<file path="config.mk">
export PLATFORM = sky130hd
export DESIGN_NAME = websocket_frame_builder_core
export DESIGN_NICKNAME = d
export VERILOG_FILES = /design/src/rtl/wsfb_pkg.sv /design/src/rtl/wsfb_queue.sv /design/src/rtl/wsfb_front.sv /design/src/rtl/wsfb_back.sv /design/src/rtl/websocket_frame_builder_core.sv
export SDC_FILE = /design/constraint.sdc
export NUM_CORES = 1
export LEC_CHECK = 0
export BUFFER_PORTS_ARGS = -buffer_cell sky130_fd_sc_hd__buf_2
export CORE_MARGIN = 8
export CORE_UTILIZATION = 25
export CTS_CLUSTER_SIZE = 20
export DETAILED_ROUTE_END_ITERATION = 8
export GPL_TIMING_DRIVEN = 0
export SLEW_MARGIN = 20
export SYNTH_ARGS = -nofsm -noshare
export SYNTH_HDL_FRONTEND = slang
export SYNTH_SLANG_ARGS = --single-unit
</file>
<file path="constraint.sdc">
create_clock -name clk_i -period 9.38 [get_ports clk_i]
set_clock_uncertainty 0.1 [all_clocks]
set_input_delay 1.407 -clock clk_i [delete_from_list [all_inputs] [get_ports clk_i]]
set_output_delay 1.407 -clock clk_i [all_outputs]
set_load 0.01 [all_outputs]
</file>
<file path="src/rtl/wsfb_pkg.sv">
// Types and constants shared by the frame builder modules.
package wsfb_pkg;

  localparam logic       CMD_START  = 1'b0;
  localparam logic       CMD_DATA   = 1'b1;
  localparam logic [7:0] FIN_BIT    = 8'h80;
  localparam logic [6:0] LEN16_CODE = 7'd126;
  localparam logic [6:0] LEN64_CODE = 7'd127;
  localparam logic [15:0] LEN16_MAX = 16'hffff;
  localparam logic [3:0] LEN16_BYTES = 4'd2;
  localparam logic [3:0] LEN64_BYTES = 4'd8;
  localparam logic [3:0] KEY_BYTES  = 4'd4;

  typedef enum logic {
    KIND_HDR,
    KIND_DATA
  } wsfb_kind_e;

  // One job for the back end: a whole header, or one finished payload byte.
  typedef struct packed {
    wsfb_kind_e  kind;
    logic [7:0]  byte0;      // first header byte, or the payload byte
    logic [7:0]  byte1;      // mask bit and length code
    logic        frame_end;  // data: last byte; header: empty frame
    logic [3:0]  len_bytes;  // 0, 2 or 8 extended length bytes
    logic        masked;
    logic [62:0] len;
    logic [31:0] key;
  } wsfb_entry_t;

endpackage

</file>
<file path="src/rtl/wsfb_queue.sv">
// Small register queue of jobs between the front and back ends.
module wsfb_queue
  import wsfb_pkg::*;
#(
  parameter int unsigned Depth = 2
) (
  input  logic        clk_i,
  input  logic        rst_ni,
  input  logic        push_i,
  input  wsfb_entry_t entry_i,
  output logic        full_o,
  input  logic        pop_i,
  output logic        valid_o,
  output wsfb_entry_t entry_o
);

  localparam int unsigned PtrW = (Depth > 1) ? $clog2(Depth) : 1;
  localparam int unsigned CntW = $clog2(Depth + 1);
  localparam logic [PtrW-1:0] LastPtr = PtrW'(Depth - 1);
  localparam logic [CntW-1:0] FullCnt = CntW'(Depth);

  wsfb_entry_t         mem_q [Depth];
  logic [PtrW-1:0]     wr_ptr_q, wr_ptr_d;
  logic [PtrW-1:0]     rd_ptr_q, rd_ptr_d;
  logic [CntW-1:0]     cnt_q, cnt_d;
  logic                do_push, do_pop;

  assign full_o  = (cnt_q == FullCnt);
  assign valid_o = (cnt_q != '0);
  assign entry_o = mem_q[rd_ptr_q];
  assign do_push = push_i && !full_o;
  assign do_pop  = pop_i && valid_o;

  always_comb begin
    wr_ptr_d = wr_ptr_q;
    rd_ptr_d = rd_ptr_q;
    cnt_d    = cnt_q;
    if (do_push) begin
      wr_ptr_d = (wr_ptr_q == LastPtr) ? '0 : wr_ptr_q + 1'b1;
    end
    if (do_pop) begin
      rd_ptr_d = (rd_ptr_q == LastPtr) ? '0 : rd_ptr_q + 1'b1;
    end
    if (do_push && !do_pop) begin
      cnt_d = cnt_q + 1'b1;
    end else if (do_pop && !do_push) begin
      cnt_d = cnt_q - 1'b1;
    end
  end

  always_ff @(posedge clk_i or negedge rst_ni) begin
    if (!rst_ni) begin
      wr_ptr_q <= '0;
      rd_ptr_q <= '0;
      cnt_q    <= '0;
    end else begin
      wr_ptr_q <= wr_ptr_d;
      rd_ptr_q <= rd_ptr_d;
      cnt_q    <= cnt_d;
    end
  end

  always_ff @(posedge clk_i) begin
    if (do_push) begin
      mem_q[wr_ptr_q] <= entry_i;
    end
  end

endmodule

</file>
<file path="src/rtl/wsfb_front.sv">
// Front end: takes requests, tracks the open frame and masks payload bytes.
module wsfb_front
  import wsfb_pkg::*;
(
  input  logic        clk_i,
  input  logic        rst_ni,
  input  logic        accept_i,
  input  logic        mask_frames_i,
  input  logic        command_i,
  input  logic [3:0]  opcode_i,
  input  logic        compressed_i,
  input  logic [62:0] payload_length_i,
  input  logic [31:0] mask_key_i,
  input  logic [7:0]  data_byte_i,
  output logic        q_push_o,
  output wsfb_entry_t q_entry_o
);

  logic        frame_open_q, frame_open_d;
  logic [62:0] bytes_left_q, bytes_left_d;
  logic [31:0] held_key_q, held_key_d;
  logic [1:0]  key_phase_q, key_phase_d;
  logic        masking_now_q, masking_now_d;

  logic        is_start, live;
  logic        len_short, len_mid;
  logic [6:0]  len_code;
  logic [3:0]  len_bytes;
  logic [7:0]  key_byte;
  logic [62:0] left_next;

  assign is_start  = (command_i == CMD_START);
  assign live      = frame_open_q && (bytes_left_q != '0);
  assign len_short = (payload_length_i < 63'(LEN16_CODE));
  assign len_mid   = (payload_length_i <= 63'(LEN16_MAX));
  assign left_next = bytes_left_q - 63'd1;

  always_comb begin
    if (len_short) begin
      len_code  = payload_length_i[6:0];
      len_bytes = '0;
    end else if (len_mid) begin
      len_code  = LEN16_CODE;
      len_bytes = LEN16_BYTES;
    end else begin
      len_code  = LEN64_CODE;
      len_bytes = LEN64_BYTES;
    end
  end

  // Key is applied most significant byte first.
  always_comb begin
    unique case (key_phase_q)
      2'd0:    key_byte = held_key_q[31:24];
      2'd1:    key_byte = held_key_q[23:16];
      2'd2:    key_byte = held_key_q[15:8];
      default: key_byte = held_key_q[7:0];
    endcase
  end

  always_comb begin
    q_entry_o = '0;
    if (is_start) begin
      q_entry_o.kind      = KIND_HDR;
      q_entry_o.byte0     = FIN_BIT | {1'b0, compressed_i, 2'b00, opcode_i};
      q_entry_o.byte1     = {mask_frames_i, len_code};
      q_entry_o.frame_end = (payload_length_i == '0);
      q_entry_o.len_bytes = len_bytes;
      q_entry_o.masked    = mask_frames_i;
      q_entry_o.len       = payload_length_i;
      q_entry_o.key       = mask_key_i;
    end else begin
      q_entry_o.kind      = KIND_DATA;
      q_entry_o.byte0     = data_byte_i ^ (masking_now_q ? key_byte : 8'h00);
      q_entry_o.frame_end = (left_next == '0);
    end
  end

  assign q_push_o = accept_i && (is_start || live);

  always_comb begin
    frame_open_d  = frame_open_q;
    bytes_left_d  = bytes_left_q;
    held_key_d    = held_key_q;
    key_phase_d   = key_phase_q;
    masking_now_d = masking_now_q;
    if (accept_i) begin
      priority if (is_start) begin
        masking_now_d = mask_frames_i;
        held_key_d    = mask_key_i;
        key_phase_d   = '0;
        bytes_left_d  = payload_length_i;
        frame_open_d  = (payload_length_i != '0);
      end else if (!live) begin
        frame_open_d = 1'b0;   // stray byte, dropped
      end else begin
        key_phase_d  = key_phase_q + 2'd1;
        bytes_left_d = left_next;
        if (left_next == '0) begin
          frame_open_d = 1'b0;
        end
      end
    end
  end

  always_ff @(posedge clk_i or negedge rst_ni) begin
    if (!rst_ni) begin
      frame_open_q  <= 1'b0;
      bytes_left_q  <= '0;
      held_key_q    <= '0;
      key_phase_q   <= '0;
      masking_now_q <= 1'b0;
    end else begin
      frame_open_q  <= frame_open_d;
      bytes_left_q  <= bytes_left_d;
      held_key_q    <= held_key_d;
      key_phase_q   <= key_phase_d;
      masking_now_q <= masking_now_d;
    end
  end

endmodule

</file>
<file path="src/rtl/wsfb_back.sv">
// Back end: walks header jobs byte by byte and drives the output register.
module wsfb_back
  import wsfb_pkg::*;
(
  input  logic        clk_i,
  input  logic        rst_ni,
  input  logic        entry_valid_i,
  input  wsfb_entry_t entry_i,
  output logic        entry_pop_o,
  input  logic        pop_i,
  output logic        empty_o,
  output logic [7:0]  out_byte_o,
  output logic        frame_end_o
);

  logic [3:0]  idx_q, idx_d;
  logic        out_valid_q, out_valid_d;
  logic [7:0]  out_byte_q, out_byte_d;
  logic        out_end_q, out_end_d;

  logic        advance, is_last;
  logic [3:0]  last_idx, len_k, len_end, key_j;
  logic [2:0]  len_pos;
  logic [63:0] len_word;
  logic [7:0]  len_byte, key_byte, hdr_byte;

  assign last_idx = 4'd1 + entry_i.len_bytes + (entry_i.masked ? KEY_BYTES : 4'd0);
  assign len_end  = 4'd2 + entry_i.len_bytes;
  assign len_k    = idx_q - 4'd2;
  assign len_pos  = 3'(entry_i.len_bytes - 4'd1 - len_k);
  assign len_word = {1'b0, entry_i.len} >> {len_pos, 3'b000};
  assign len_byte = len_word[7:0];
  assign key_j    = idx_q - len_end;

  always_comb begin
    unique case (key_j[1:0])
      2'd0:    key_byte = entry_i.key[31:24];
      2'd1:    key_byte = entry_i.key[23:16];
      2'd2:    key_byte = entry_i.key[15:8];
      default: key_byte = entry_i.key[7:0];
    endcase
  end

  always_comb begin
    priority if (idx_q == 4'd0) begin
      hdr_byte = entry_i.byte0;
    end else if (idx_q == 4'd1) begin
      hdr_byte = entry_i.byte1;
    end else if (idx_q < len_end) begin
      hdr_byte = len_byte;
    end else begin
      hdr_byte = key_byte;
    end
  end

  assign is_last     = (entry_i.kind == KIND_DATA) || (idx_q == last_idx);
  assign advance     = entry_valid_i && (!out_valid_q || pop_i);
  assign entry_pop_o = advance && is_last;

  always_comb begin
    idx_d       = idx_q;
    out_valid_d = out_valid_q && !pop_i;
    out_byte_d  = out_byte_q;
    out_end_d   = out_end_q;
    if (advance) begin
      out_valid_d = 1'b1;
      out_end_d   = is_last && entry_i.frame_end;
      out_byte_d  = (entry_i.kind == KIND_DATA) ? entry_i.byte0 : hdr_byte;
      idx_d       = is_last ? 4'd0 : idx_q + 4'd1;
    end
  end

  always_ff @(posedge clk_i or negedge rst_ni) begin
    if (!rst_ni) begin
      idx_q       <= '0;
      out_valid_q <= 1'b0;
    end else begin
      idx_q       <= idx_d;
      out_valid_q <= out_valid_d;
    end
  end

  always_ff @(posedge clk_i) begin
    out_byte_q <= out_byte_d;
    out_end_q  <= out_end_d;
  end

  assign empty_o     = !out_valid_q;
  assign out_byte_o  = out_byte_q;
  assign frame_end_o = out_end_q;

endmodule

</file>
<file path="src/rtl/websocket_frame_builder_core.sv">
// WebSocket (RFC 6455) frame builder: turns start and payload requests into
// a byte stream on a queue-style output. Payload bytes pass at one per cycle
// while the output is taken; each byte goes through the job queue and then
// the output register. A start request yields 2 to 14 header bytes (first
// byte, length code, 0/2/8 length bytes, 4 key bytes when masking), sent one
// per cycle while the output is taken, by the header walker in the back end.
// The header job stays in the job queue while it is walked, so up to
// QueueDepth - 1 later requests are taken before full rises.
// mask_frames is sampled at each start; cfg_ready_o is always high.
module websocket_frame_builder_core
  import wsfb_pkg::*;
#(
  parameter int unsigned QueueDepth = 2
) (
  input  logic        clk_i,
  input  logic        rst_ni,
  input  logic        cfg_valid_i,
  output logic        cfg_ready_o,
  input  logic        cfg_data_i,
  input  logic        push,
  output logic        full,
  input  logic        command_i,
  input  logic [3:0]  opcode_i,
  input  logic        compressed_i,
  input  logic [62:0] payload_length_i,
  input  logic [31:0] mask_key_i,
  input  logic [7:0]  data_byte_i,
  output logic        empty,
  input  logic        pop,
  output logic [7:0]  out_byte_o,
  output logic        frame_end_o
);

  logic        mask_frames_q;
  logic        accept;
  logic        q_push, q_full, q_valid, q_pop;
  wsfb_entry_t q_in, q_out;

  assign cfg_ready_o = 1'b1;
  assign full        = q_full;
  assign accept      = push && !q_full;

  always_ff @(posedge clk_i or negedge rst_ni) begin
    if (!rst_ni) begin
      mask_frames_q <= 1'b0;
    end else if (cfg_valid_i && cfg_ready_o) begin
      mask_frames_q <= cfg_data_i;
    end
  end

  wsfb_front u_front (
    .clk_i            (clk_i),
    .rst_ni           (rst_ni),
    .accept_i         (accept),
    .mask_frames_i    (mask_frames_q),
    .command_i        (command_i),
    .opcode_i         (opcode_i),
    .compressed_i     (compressed_i),
    .payload_length_i (payload_length_i),
    .mask_key_i       (mask_key_i),
    .data_byte_i      (data_byte_i),
    .q_push_o         (q_push),
    .q_entry_o        (q_in)
  );

  wsfb_queue #(
    .Depth (QueueDepth)
  ) u_queue (
    .clk_i   (clk_i),
    .rst_ni  (rst_ni),
    .push_i  (q_push),
    .entry_i (q_in),
    .full_o  (q_full),
    .pop_i   (q_pop),
    .valid_o (q_valid),
    .entry_o (q_out)
  );

  wsfb_back u_back (
    .clk_i         (clk_i),
    .rst_ni        (rst_ni),
    .entry_valid_i (q_valid),
    .entry_i       (q_out),
    .entry_pop_o   (q_pop),
    .pop_i         (pop),
    .empty_o       (empty),
    .out_byte_o    (out_byte_o),
    .frame_end_o   (frame_end_o)
  );

endmodule

</file>
==> flow_summary.json <==
{
  "status": "finished clean",
  "setup_ws_ns": 2.26,
  "clockBufferDepth": 3,
  "power.switching_mw": 2.52,
  "yosys.area.top_type": "edfxtp_1",
  "synthDistinctLibCells": 67,
  "crit_required_ns": 9.52,
  "total_leakage_power_nw": 7.24,
  "syn_avg_cell_area_um2": 11.5,
  "firstDrtPassIters": 5,
  "rsz0062_at_grt": "no",
  "p_int_mw": 3.94,
  "clkLatencyLatePin_ns": 0.55,
  "design_area_um2": 20200,
  "track_usage_pct": 14.8,
  "dpl_cell_area_um2": 19000,
  "routed_wl_um": 59200,
  "start_util_pct": 25.3,
  "maxCapViolations": 0,
  "cp-end-kind": "register",
  "drc": 0,
  "combPwrFrac_pct": 37.9,
  "holdBufCountCts": 0,
  "ant_nets": 0,
  "htree_num_levels": 2,
  "dieWidth_um": 277,
  "hold_ws_ns": 0.383,
  "rr_endpoint": "u_back.out_byte_o[0]",
  "yosysSeqAreaShare_pct": 58.1,
  "via_per_inst": 5.19,
  "clock_tree.root_cell": "clkbuf_16",
  "port_buffers": 125,
  "io_pins": 127,
  "power_frac_clock_pct": 22.9,
  "power-per-cell-area_nw_per_um2": 320,
  "num_vias": 13300,
  "critPathLaunchType": "register",
  "overflow": 0,
  "r2r-start": "u_queue.rd_ptr_q",
  "worstRegToRegCells": 16,
  "slowest_stage": "buf_1",
  "drive_gt1_share_pct": 16.8,
  "syn_nets": 1607,
  "synth.area.top_cells": "edfxtp_1 42%, dfrtp_1 16%, mux4_2 5.5%, nor2b_1 4.2%, nand2_1 4.0%",
  "yosys_warnings": 0,
  "clock_sinks": 348,
  "path_depth": 16,
  "cp_top_family": "buffers and inverters",
  "criticalPathCategory": "register to register",
  "slew_viol_final": 0,
  "synth_flop_cell": "edfxtp_1",
  "antenna_found_initial": 2,
  "async_flop_share_pct": 31.3,
  "crit_fanout": 10,
  "fin_cells": 2553,
  "seqPwrFrac_pct": 39.1,
  "cts_resized": 0,
  "drt_first_iter_violations": 1585,
  "grt_pass1_wl_um": 86500,
  "final_hold_viol_count": 0,
  "setup_viol": 0,
  "grt_max_degree": 69,
  "avgRoutedWirePerCell_um": 23.2,
  "crit_path_frequent_cell": "buf_1",
  "die_y_um": 277,
  "grt_pass1_vias": 13300,
  "post-cts-setup-buffer-count": 0,
  "syn_to_final_growth_pct": 18.4,
  "clkTransAtPathRegs_ns": 0.06,
  "die_area_um2": 76800,
  "fmax_mhz": 140,
  "yosys.cell_count.top_type": "edfxtp_1",
  "post-place-ws_ns": 2.09,
  "power_switching_share_pct": 39.0,
  "crit_start": "u_queue.rd_ptr_q",
  "ys_ff_latch": 348,
  "finalCritPeriodShare_pct": 75.9,
  "critPathBufInv": 8,
  "cts_tree": "built",
  "numCtsBuffers": 38,
  "syn_area_um2": 17000,
  "cp.arrival_ns": 7.26,
  "rows": 95,
  "slew_headroom_pct": 24.4,
  "max_stage_delay_ns": 0.80,
  "dp_hpwl_um": 44500,
  "path_cells": "buf_1 > clkbuf_1 > buf_1 > buf_2 > buf_2 > mux2i_1 > ha_1 > clkbuf_1 > buf_1 > buf_1 > mux2i_1 > a21oi_1 > nor2_1 > a21oi_1 > o21ai_0 > a21oi_1",
  "critical_path.endpoint": "u_back.out_byte_o[0]",
  "fin_util_pct": 29.9,
  "synth_top_cell_area_share_pct": 42.1,
  "fin_crit_ns": 7.12,
  "ir_worst_vdd_v": 0.000132,
  "r2r_slack_ns": 2.26,
  "dp_cells": 2482,
  "hold_path.class": "register to register",
  "fin_nets": 1779,
  "yosys-top-cells-count": "239 x edfxtp_1, 181 x nand2_1, 114 x nor2b_1",
  "gp_congestion": 0.931,
  "worst_slew_pin_slew_ns": 1.13,
  "syn_inst": 1477,
  "synth_edf_count": 239,
  "core_area_um2": 67400
}
## registers in the layout (all words and copies together) (netlist names)
name and flops:
mask_frames_q 1, u_queue.rd_ptr_q 1, u_front.bytes_left_q 63, u_front.frame_open_q 1, u_back.out_byte_o 8, u_back.idx_q 4
u_front.key_phase_q 2, u_queue.cnt_q 2, u_back.out_valid_q 1, u_front.masking_now_q 1, u_queue.wr_ptr_q 1, u_back.frame_end_o 1
u_queue.mem_q 230, u_front.held_key_q 32
## cell usage in the layout, fill, tap and decap left out, types with 18 or more instances in the layout
cell type	synthesis	layout
a211oi_1	18	18
a21oi_1	85	85
a31oi_1	18	18
buf_2	9	133
clkbuf_1	75	83
clkbuf_16	0	39
dfrtp_1	109	109
edfxtp_1	239	239
inv_1	29	29
mux2i_1	29	29
mux4_2	42	42
nand2_1	181	181
nand3_1	35	35
nand4_1	29	29
nor2_1	76	75
nor2b_1	114	114
nor3_1	36	36
nor4_1	31	31
o21ai_0	93	93
o22ai_1	37	37
xnor2_1	21	21
xor2_1	20	20
## kinds of logic after synthesis
group,after synthesis,share of synthesized area [%]
flops,348,58.1
xor+xnor,41,2.11
fa+ha+maj,15,1.10
simple gates,573,17.7
buf+inv,125,2.93
mux,77,7.65
other cells,1,0.0220
compound gates,297,10.4
## power groups by stage
stage / combinational (mW) / clock (mW) / sequential (mW)
after global routing: 2.65 / 1.57 / 2.58
after global placement: 2.36 / 0 / 2.60
after floorplan: 1.62 / 0 / 2.48
after detailed placement: 2.45 / 0 / 2.55
after CTS: 2.46 / 1.51 / 2.52
final: 2.45 / 1.48 / 2.53
## worst min-delay path: cells and delay by family (launching register included)
kind	cells	cell delay [ns]
flip-flops	1	0.34
AND/OR/NAND/NOR	2	0.11
## layer usage
metal	part of all wire, %	track usage [%]	wire, um	vias up
li1	-	-	-	5867
met2	49	25.2	29100	582
met5	0.022	0	13	-
met3	6.6	2.51	3910	119
met1	40	18.3	23800	6688
met4	3.9	6.28	2340	2
## worst min-delay path by stage
| stage | depth (start not counted) | start | slack, ns | endpoint |
|---|---|---|---|---|
| after floorplan | 2 | u_front.held_key_q[24] | 0.35 | u_front.held_key_q[24] |
| after global placement | 2 | u_front.held_key_q[24] | 0.36 | u_front.held_key_q[24] |
| after detailed placement | 2 | u_front.held_key_q[7] | 0.36 | u_front.held_key_q[7] |
| after CTS | 2 | u_front.held_key_q[7] | 0.38 | u_front.held_key_q[7] |
| after global routing | 2 | u_front.held_key_q[13] | 0.40 | u_front.held_key_q[13] |
| final | 2 | u_front.held_key_q[27] | 0.38 | u_front.held_key_q[27] |
## final cells by class
class | instances | area (um2)
diodes | 1 | 2.50
plain buffers | 95 | 387
clock buffers | 48 | 1020
clock inverters | 22 | 205
fillers | 6792 | 47200
inverters | 30 | 113
multi-input cells | 1004 | 6660
flip-flops and latches | 348 | 9900
well taps | 873 | 1090
repair buffers | 132 | 802
## per-stage QoR
stage	total power, mW	TNS (ns)
6_report	6.46	0
5_1_grt	6.80	0
4_1_cts	6.49	0
3_5_place_dp	5.00	0
3_3_place_gp	4.96	-187.34
2_1_floorplan	4.10	0
(Power assumes the default switching activity.)
